[src/sv/sxf_pkg.sv]
`timescale 1ns / 1ps
// ----------------------------------------------------------------------------
// sxf_pkg
// Shared types and constants for the STX/ETX frame receiver.
// ----------------------------------------------------------------------------
package sxf_pkg;

    localparam logic [7:0] START_MARKER_RST = 8'h02;
    localparam logic [7:0] END_MARKER_RST   = 8'h03;
    localparam logic [7:0] SYNC_CODE_RST    = 8'h16;
    localparam logic [7:0] MAX_SIZE_RST     = 8'd250;
    localparam logic [7:0] SIZE_CAP         = 8'd250;

    localparam int ADDR_W = 4;

    typedef enum logic [1:0] {
        REG_START_MARKER = 2'd0,
        REG_END_MARKER   = 2'd1,
        REG_SYNC_CODE    = 2'd2,
        REG_MAX_SIZE     = 2'd3
    } reg_idx_t;

    typedef enum logic [2:0] {
        KIND_PAYLOAD     = 3'd0,
        KIND_GOOD        = 3'd1,
        KIND_BAD_CHECK   = 3'd2,
        KIND_BAD_END     = 3'd3,
        KIND_NOT_SYNC    = 3'd4,
        KIND_SIZE_REJECT = 3'd5
    } kind_t;

    typedef struct packed {
        logic [7:0] start_marker;
        logic [7:0] end_marker;
        logic [7:0] sync_code;
        logic [7:0] max_size;
    } cfg_t;

    typedef struct packed {
        logic       valid;
        kind_t      kind;
        logic [7:0] data_byte;
        logic [7:0] payload_position;
        logic [7:0] command_code;
        logic [7:0] pay_len;
    } result_t;

endpackage

[src/sv/stx_etx_frame_receiver.sv]
`timescale 1ns / 1ps
// ----------------------------------------------------------------------------
// stx_etx_frame_receiver
// STX/ETX length-framed receiver with folded-sum checksum check.
//
// Usage:
//   s_* : one received link byte per transaction (tdata = rx_byte).
//   m_* : one result per transaction; tuser = kind, tdata carries the
//         payload byte, its position, command code and payload length.
//         Payload bytes stream out as they arrive; one verdict per frame.
//   APB : start marker, end marker, sync code and size limit at 0x0/4/8/C.
//   Throughput: one byte per cycle sustained while m_tready is high.
//   A taken byte passes through the input register, then is decoded into
//   the output register, from which its result is shown on m_*.
//   Bytes that yield no result only advance the frame state.
//   Reset: registers return to their defaults, the parser hunts for the
//   start marker, both pipeline stages empty.
//   Stall: while m_tready is low with a result held, the decode stage
//   holds and s_tready drops once the input register is full; no
//   transaction is lost or repeated.
// ----------------------------------------------------------------------------
module stx_etx_frame_receiver
    import sxf_pkg::*;
(
    input  logic              clk,
    input  logic              rst_n,
    input  logic              s_tvalid,
    output logic              s_tready,
    input  logic [7:0]        s_tdata,   // [7:0] rx_byte
    output logic              m_tvalid,
    input  logic              m_tready,
    output logic [31:0]       m_tdata,   // [7:0] data_byte, [15:8] payload_position,
                                         // [23:16] command_code, [31:24] pay_len
    output logic [2:0]        m_tuser,   // [2:0] kind
    input  logic              psel,
    input  logic              penable,
    input  logic              pwrite,
    input  logic [ADDR_W-1:0] paddr,
    input  logic [31:0]       pwdata,
    output logic [31:0]       prdata,
    output logic              pready
);

    cfg_t       cfg;
    result_t    res;
    logic       in_valid_reg;
    logic [7:0] in_byte_reg;
    logic       out_valid_reg;
    logic [2:0] out_kind_reg;
    logic [31:0] out_data_reg;
    logic       advance;
    logic       fire;

    assign advance  = !out_valid_reg || m_tready;
    assign fire     = in_valid_reg && advance;
    assign s_tready = !in_valid_reg || advance;

    assign m_tvalid = out_valid_reg;
    assign m_tuser  = out_kind_reg;
    assign m_tdata  = out_data_reg;

    sxf_cfg_regs u_cfg (
        .clk     (clk),
        .rst_n   (rst_n),
        .psel    (psel),
        .penable (penable),
        .pwrite  (pwrite),
        .paddr   (paddr),
        .pwdata  (pwdata),
        .prdata  (prdata),
        .pready  (pready),
        .cfg     (cfg)
    );

    sxf_parser u_parser (
        .clk     (clk),
        .rst_n   (rst_n),
        .fire    (fire),
        .rx_byte (in_byte_reg),
        .cfg     (cfg),
        .res     (res)
    );

    always_ff @(posedge clk or negedge rst_n)
    begin
        if (!rst_n)
        begin
            in_valid_reg  <= 1'b0;
            out_valid_reg <= 1'b0;
        end
        else
        begin
            if (s_tready)
                in_valid_reg <= s_tvalid;
            if (advance)
                out_valid_reg <= fire && res.valid;
        end
    end

    always_ff @(posedge clk)
    begin
        if (s_tready)
            in_byte_reg <= s_tdata;
        if (fire && res.valid)
        begin
            out_kind_reg <= res.kind;
            out_data_reg <= {res.pay_len, res.command_code,
                             res.payload_position, res.data_byte};
        end
    end

endmodule

[src/sv/sxf_cfg_regs.sv]
`timescale 1ns / 1ps
// ----------------------------------------------------------------------------
// sxf_cfg_regs
// APB register file: start/end markers, sync code and size limit.
// ----------------------------------------------------------------------------
module sxf_cfg_regs
    import sxf_pkg::*;
(
    input  logic              clk,
    input  logic              rst_n,
    input  logic              psel,
    input  logic              penable,
    input  logic              pwrite,
    input  logic [ADDR_W-1:0] paddr,
    input  logic [31:0]       pwdata,
    output logic [31:0]       prdata,
    output logic              pready,
    output cfg_t              cfg
);

    cfg_t     cfg_reg;
    reg_idx_t idx;
    logic     wr_en;

    assign pready = 1'b1;
    assign idx    = reg_idx_t'(paddr[3:2]);
    assign wr_en  = psel && penable && pwrite;
    assign cfg    = cfg_reg;

    always_ff @(posedge clk or negedge rst_n)
    begin
        if (!rst_n)
        begin
            cfg_reg.start_marker <= START_MARKER_RST;
            cfg_reg.end_marker   <= END_MARKER_RST;
            cfg_reg.sync_code    <= SYNC_CODE_RST;
            cfg_reg.max_size     <= MAX_SIZE_RST;
        end
        else if (wr_en)
        begin
            unique case (idx)
                REG_START_MARKER: cfg_reg.start_marker <= pwdata[7:0];
                REG_END_MARKER:   cfg_reg.end_marker   <= pwdata[7:0];
                REG_SYNC_CODE:    cfg_reg.sync_code    <= pwdata[7:0];
                REG_MAX_SIZE:     cfg_reg.max_size     <= pwdata[7:0];
                default:          ;
            endcase
        end
    end

    always_comb
    begin
        unique case (idx)
            REG_START_MARKER: prdata = {24'd0, cfg_reg.start_marker};
            REG_END_MARKER:   prdata = {24'd0, cfg_reg.end_marker};
            REG_SYNC_CODE:    prdata = {24'd0, cfg_reg.sync_code};
            REG_MAX_SIZE:     prdata = {24'd0, cfg_reg.max_size};
            default:          prdata = 32'd0;
        endcase
    end

endmodule

[src/sv/sxf_parser.sv]
`timescale 1ns / 1ps
// ----------------------------------------------------------------------------
// sxf_parser
// Frame state and per-byte decode: header, payload stream, checksum, verdict.
// ----------------------------------------------------------------------------
module sxf_parser
    import sxf_pkg::*;
(
    input  logic       clk,
    input  logic       rst_n,
    input  logic       fire,
    input  logic [7:0] rx_byte,
    input  cfg_t       cfg,
    output result_t    res
);

    logic        in_frame_reg,   in_frame_next;
    logic [7:0]  byte_count_reg, byte_count_next;
    logic [7:0]  frame_size_reg, frame_size_next;
    logic [7:0]  frame_code_reg, frame_code_next;
    logic [7:0]  frame_cmd_reg,  frame_cmd_next;
    logic [15:0] run_sum_reg,    run_sum_next;
    logic [7:0]  rx_check_reg,   rx_check_next;

    logic [7:0]  count;
    logic [7:0]  limit;
    logic [8:0]  payload_end;
    logic [8:0]  check_pos;
    logic [7:0]  folded;
    logic [15:0] sum_add;
    logic [7:0]  plen;

    assign count       = byte_count_reg + 8'd1;
    assign limit       = (cfg.max_size > SIZE_CAP) ? SIZE_CAP : cfg.max_size;
    assign payload_end = {1'b0, frame_size_reg} + 9'd3;
    assign check_pos   = {1'b0, frame_size_reg} + 9'd4;
    assign folded      = run_sum_reg[7:0] + run_sum_reg[15:8];
    assign sum_add     = run_sum_reg + {8'd0, rx_byte};
    assign plen        = frame_size_reg - 8'd1;

    always_comb
    begin
        in_frame_next   = in_frame_reg;
        byte_count_next = byte_count_reg;
        frame_size_next = frame_size_reg;
        frame_code_next = frame_code_reg;
        frame_cmd_next  = frame_cmd_reg;
        run_sum_next    = run_sum_reg;
        rx_check_next   = rx_check_reg;
        res             = '0;
        res.kind        = KIND_PAYLOAD;

        if (!in_frame_reg)
        begin
            if (rx_byte == cfg.start_marker)
            begin
                in_frame_next   = 1'b1;
                byte_count_next = 8'd1;
                frame_size_next = 8'd0;
                run_sum_next    = 16'd0;
            end
        end
        else
        begin
            byte_count_next = count;
            if (count == 8'd2)
            begin
                frame_code_next = rx_byte;
            end
            else if (count == 8'd3)
            begin
                if (rx_byte == 8'd0 || rx_byte > limit)
                begin
                    in_frame_next   = 1'b0;
                    byte_count_next = 8'd0;
                    frame_size_next = 8'd0;
                    res.valid       = 1'b1;
                    res.kind        = KIND_SIZE_REJECT;
                end
                else
                begin
                    frame_size_next = rx_byte;
                    run_sum_next    = {8'd0, rx_byte};
                end
            end
            else if (frame_size_reg == 8'd0)
            begin
                in_frame_next   = 1'b0;
                byte_count_next = 8'd0;
            end
            else if (count == 8'd4)
            begin
                frame_cmd_next = rx_byte;
                run_sum_next   = sum_add;
            end
            else if ({1'b0, count} <= payload_end)
            begin
                run_sum_next         = sum_add;
                res.valid            = 1'b1;
                res.kind             = KIND_PAYLOAD;
                res.data_byte        = rx_byte;
                res.payload_position = count - 8'd5;
                res.command_code     = frame_cmd_reg;
                res.pay_len          = plen;
            end
            else if ({1'b0, count} == check_pos)
            begin
                rx_check_next = rx_byte;
            end
            else
            begin
                in_frame_next      = 1'b0;
                byte_count_next    = 8'd0;
                frame_size_next    = 8'd0;
                res.valid          = 1'b1;
                res.command_code   = frame_cmd_reg;
                res.pay_len        = plen;
                if (rx_byte != cfg.end_marker)
                    res.kind = KIND_BAD_END;
                else if (frame_code_reg != cfg.sync_code)
                    res.kind = KIND_NOT_SYNC;
                else if (folded != rx_check_reg)
                    res.kind = KIND_BAD_CHECK;
                else
                    res.kind = KIND_GOOD;
            end
        end
    end

    always_ff @(posedge clk or negedge rst_n)
    begin
        if (!rst_n)
        begin
            in_frame_reg   <= 1'b0;
            byte_count_reg <= 8'd0;
            frame_size_reg <= 8'd0;
            frame_code_reg <= 8'd0;
            frame_cmd_reg  <= 8'd0;
            run_sum_reg    <= 16'd0;
            rx_check_reg   <= 8'd0;
        end
        else if (fire)
        begin
            in_frame_reg   <= in_frame_next;
            byte_count_reg <= byte_count_next;
            frame_size_reg <= frame_size_next;
            frame_code_reg <= frame_code_next;
            frame_cmd_reg  <= frame_cmd_next;
            run_sum_reg    <= run_sum_next;
            rx_check_reg   <= rx_check_next;
        end
    end

endmodule

[config.mk]
export PLATFORM = sky130hd
export DESIGN_NAME = stx_etx_frame_receiver
export DESIGN_NICKNAME = d
export VERILOG_FILES = /design/src/sv/sxf_pkg.sv /design/src/sv/stx_etx_frame_receiver.sv /design/src/sv/sxf_cfg_regs.sv /design/src/sv/sxf_parser.sv
export SDC_FILE = /design/constraint.sdc
export NUM_CORES = 1
export LEC_CHECK = 0
export BUFFER_PORTS_ARGS = -buffer_cell sky130_fd_sc_hd__buf_4
export CAP_MARGIN = 20
export CORE_MARGIN = 3
export CORE_UTILIZATION = 40
export DETAILED_ROUTE_END_ITERATION = 8
export SLEW_MARGIN = 20
export SYNTH_ARGS = -nofsm -noshare
export SYNTH_HDL_FRONTEND = slang
export SYNTH_SLANG_ARGS = --single-unit
[constraint.sdc]
create_clock -name clk -period 4.2 [get_ports clk]
set_input_delay 0.42 -clock clk [delete_from_list [all_inputs] [get_ports clk]]
set_output_delay 0.42 -clock clk [all_outputs]
set_load 0.03 [all_outputs]
==> reports/metrics.yaml <==
std_cell_rows: 51
power_mw: 4.65
synth_edf_count: 43
start_util_pct: 41.1
numCtsBuffers: 17
postSynthRegisterBits: 134
syn-cell-area_mm2: 0.00808
antenna_found_initial: 0
place_hpwl_um: 13500
hold_buffers: 0
synth_top_area_cell: "dfrtp_1"
post-place-cells: 1063
yosys_most_used_dff: "dfrtp_1"
async_flop_share_pct: 67.9
finalCritPeriodShare_pct: 90.4
area_growth_pct: 17.1
final_nets: 909
status: "completed"
fin_crit_ns: 3.80
die_w_um: 148
antenna_cells: 0
ys_types: 81
cts_max_level: 4
crit_type: "reg -> reg"
path_cells: "inv_1 -> nor3_1 -> nand3_1 -> o21a_1 -> ha_1 -> nand2_1 -> or3_1 -> a221oi_1 -> o21ai_0 -> nand2_1 -> inv_1 -> and3_2 -> buf_12"
n_fill_cell: 1873
fin_setup_tns_ns: 0
finish.utilization_pct: 48.2
reg2reg_from: "u_cfg.cfg[4]$_DFFE_PN1P_"
die-area_mm2: 0.0220
cts_resized: 0
grt_pass1_wl_um: 30300
coreArea_mm2: 0.0197
postCtsSetupRepairBufs: 0
drtPass1Iterations: 5
slowest_stage: "a221oi_1"
holdWs_ns: 0.0827
clockBufferDepth: 2
grt-ovfl-total: 0
grt_max_degree: 63
peakVddDrop_mv: 0.351
ys_warn_count: 0
drive_gt1_share_pct: 25.8
clk_pin_slew_ns: 0.06
fmax_mhz: 263
fin_skew_ns: 0.0131
tightest_slew_ns: 0.905
regArea_mm2: 0.00358
cts.sinks: 134
critPathCaptureType: "register"
place.gp.congestion: 0.851
portBuffers: 69
wl_per_cell_um: 17.1
slew_headroom_pct: 39.4
ys_seq_area_share_pct: 44.3
avgSynthCellArea_um2: 10.9
post-route-drc-count: 0
post_drt_via_cell_ratio: 5.11
grtUsageTotal_pct: 17.7
holdCritPathClass: "in -> async"
max-cap-violations: 0
cpPeakStageDelay_ns: 0.67
rsz0062_at_grt: "no"
yosys.area.top_type_share_pct: 24.5
power_density_mw_per_mm2: 491
via_count: 5593
cellLeakagePower_nw: 4.23
startpoint: "u_cfg.cfg[4]$_DFFE_PN1P_"
hold_violations: 0
drt_iter0_drc: 322
synth.area.top_cells: "dfrtp_1, edfxtp_1, mux2_2"
routed_wl_um: 18700
crit_required_ns: 4.37
start_kind: "register"
grt_pass1_vias: 5475
drv_slew: 0
multi_input_area_mm2: 0.00417
final_cells: 1095
critPathArrivalTime_ns: 3.96
top_level_ports: 121
synthCells: 741
finalSetupViolCount: 0
cts_tree: "built"
cp_max_fo: 33
clk_latency_ns: 0.43
cts_root_buffer: "clkbuf_16"
ant_nets: 0
dieHeight_um: 148
final timing paths:
check	to	slack [ns]	depth (start not counted)
worst max register to register	m_tdata[26]$_SDFFCE_PP0P_	0.40	13
min in group clk	in_byte_reg[6]$_DFFE_PP_	0.17	1
worst max-delay path	m_tdata[26]$_SDFFCE_PP0P_	0.40	13
worst min register to register	u_parser.frame_cmd_reg[6]$_DFFE_PN0P_	0.50	1
worst min-delay path	u_cfg.cfg[29]$_DFFE_PN0P_	0.08	1
max in group asynchronous	u_cfg.cfg[16]$_DFFE_PN1P_	3.18	2
synth_stat cells, types with 4 or more instances:
master    count
mux4_2        8
and3_1       12
xor2_1       21
nand2_1      56
buf_4        25
nor3_1        7
xnor2_1      57
edfxtp_1     43
mux2_1        6
mux2_2       55
a21oi_1      30
o21ai_0      25
nor2_1       47
a22o_1        8
clkbuf_1     17
inv_1        31
ha_1         39
nand2b_1      6
dfrtp_1      79
a21o_1        8
nand3_1      21
dfstp_2      12
nand4_1       7
buf_1         4
nor2b_1      11
and2_1       20
nor4_1        4
buf_2         5
critical path: cells and delay by family, from the launching register on:
kind	cells	cell delay (ns)
buffers and inverters	3	0.34
DFF	1	0.54
AOI/OAI and AO/OA	3	1.17
and+or+nand+nor	6	1.18
adders and majority gates	1	0.27
kinds of logic (layout without fill, tap and decap cells):
kind of cell,after synthesis,in the layout,share of synthesized area (%)
compound gates,118,118,10.5
other cells,2,25,0.0929
buf+inv,83,149,5.18
xor+xnor,80,80,8.93
fa+ha+maj,41,41,6.53
mux,70,70,10.8
simple gates,213,213,13.5
flops,134,134,44.3
stage by stage:
stage | cell area (um^2) | worst slack, ns
detailed placement | 8860 | 0.459
finish | 9470 | 0.404
floorplan | 8170 | 0.266
CTS | 9470 | 0.437
global placement | 8860 | 0.500
global route | 9470 | 0.152
cell usage in the layout, fill, tap and decap left out, types with 3 or more instances in the layout:
cell / count
bufinv_16: 3
conb_1: 25
o21ai_0: 25
a21oi_1: 30
edfxtp_1: 43
inv_1: 31
a31oi_1: 3
nor3_1: 7
xor2_1: 21
buf_4: 85
dfrtp_1: 79
nand2b_1: 6
nor2b_1: 11
mux2_1: 6
clkbuf_16: 17
nor2_1: 47
xnor2_1: 57
mux2_2: 55
and2_1: 20
mux4_2: 8
nand2_1: 56
and3_1: 11
nand3_1: 21
a21o_1: 8
o21ai_1: 3
dfstp_2: 12
or4_1: 3
ha_1: 39
a22o_1: 8
o22ai_1: 3
inv_6: 4
nand4_1: 7
a2111oi_2: 3
nor4_1: 4
layout make-up:
class                           count  area share, %
Clock buffer                       19           4.57
Tap cell                          265           3.50
Multi-Input combinational cell    547           44.1
Clock inverter                     13           1.78
Timing Repair Buffer               86           6.95
Inverter                           31           1.23
Sequential cell                   134           37.9
power breakdown:
| group | switching (mW) | leakage (nW) | internal [mW] |
|---|---|---|---|
| sequential | 0.187 | 1.63 | 1.52 |
| clock | 0.603 | 0.297 | 0.944 |
| combinational | 0.779 | 2.30 | 0.610 |
| total | 1.57 | 4.23 | 3.08 |
metal layers:
layer  vias to the layer above  wire length, um  GRT usage [%]
met5                         -                0              0
met4                         0              215           4.30
met3                        15              678           4.14
met2                       115             8860           27.6
met1                      2718             8980           25.2
li1                       2745                -              -
Power figures use the tool's default switching activity.
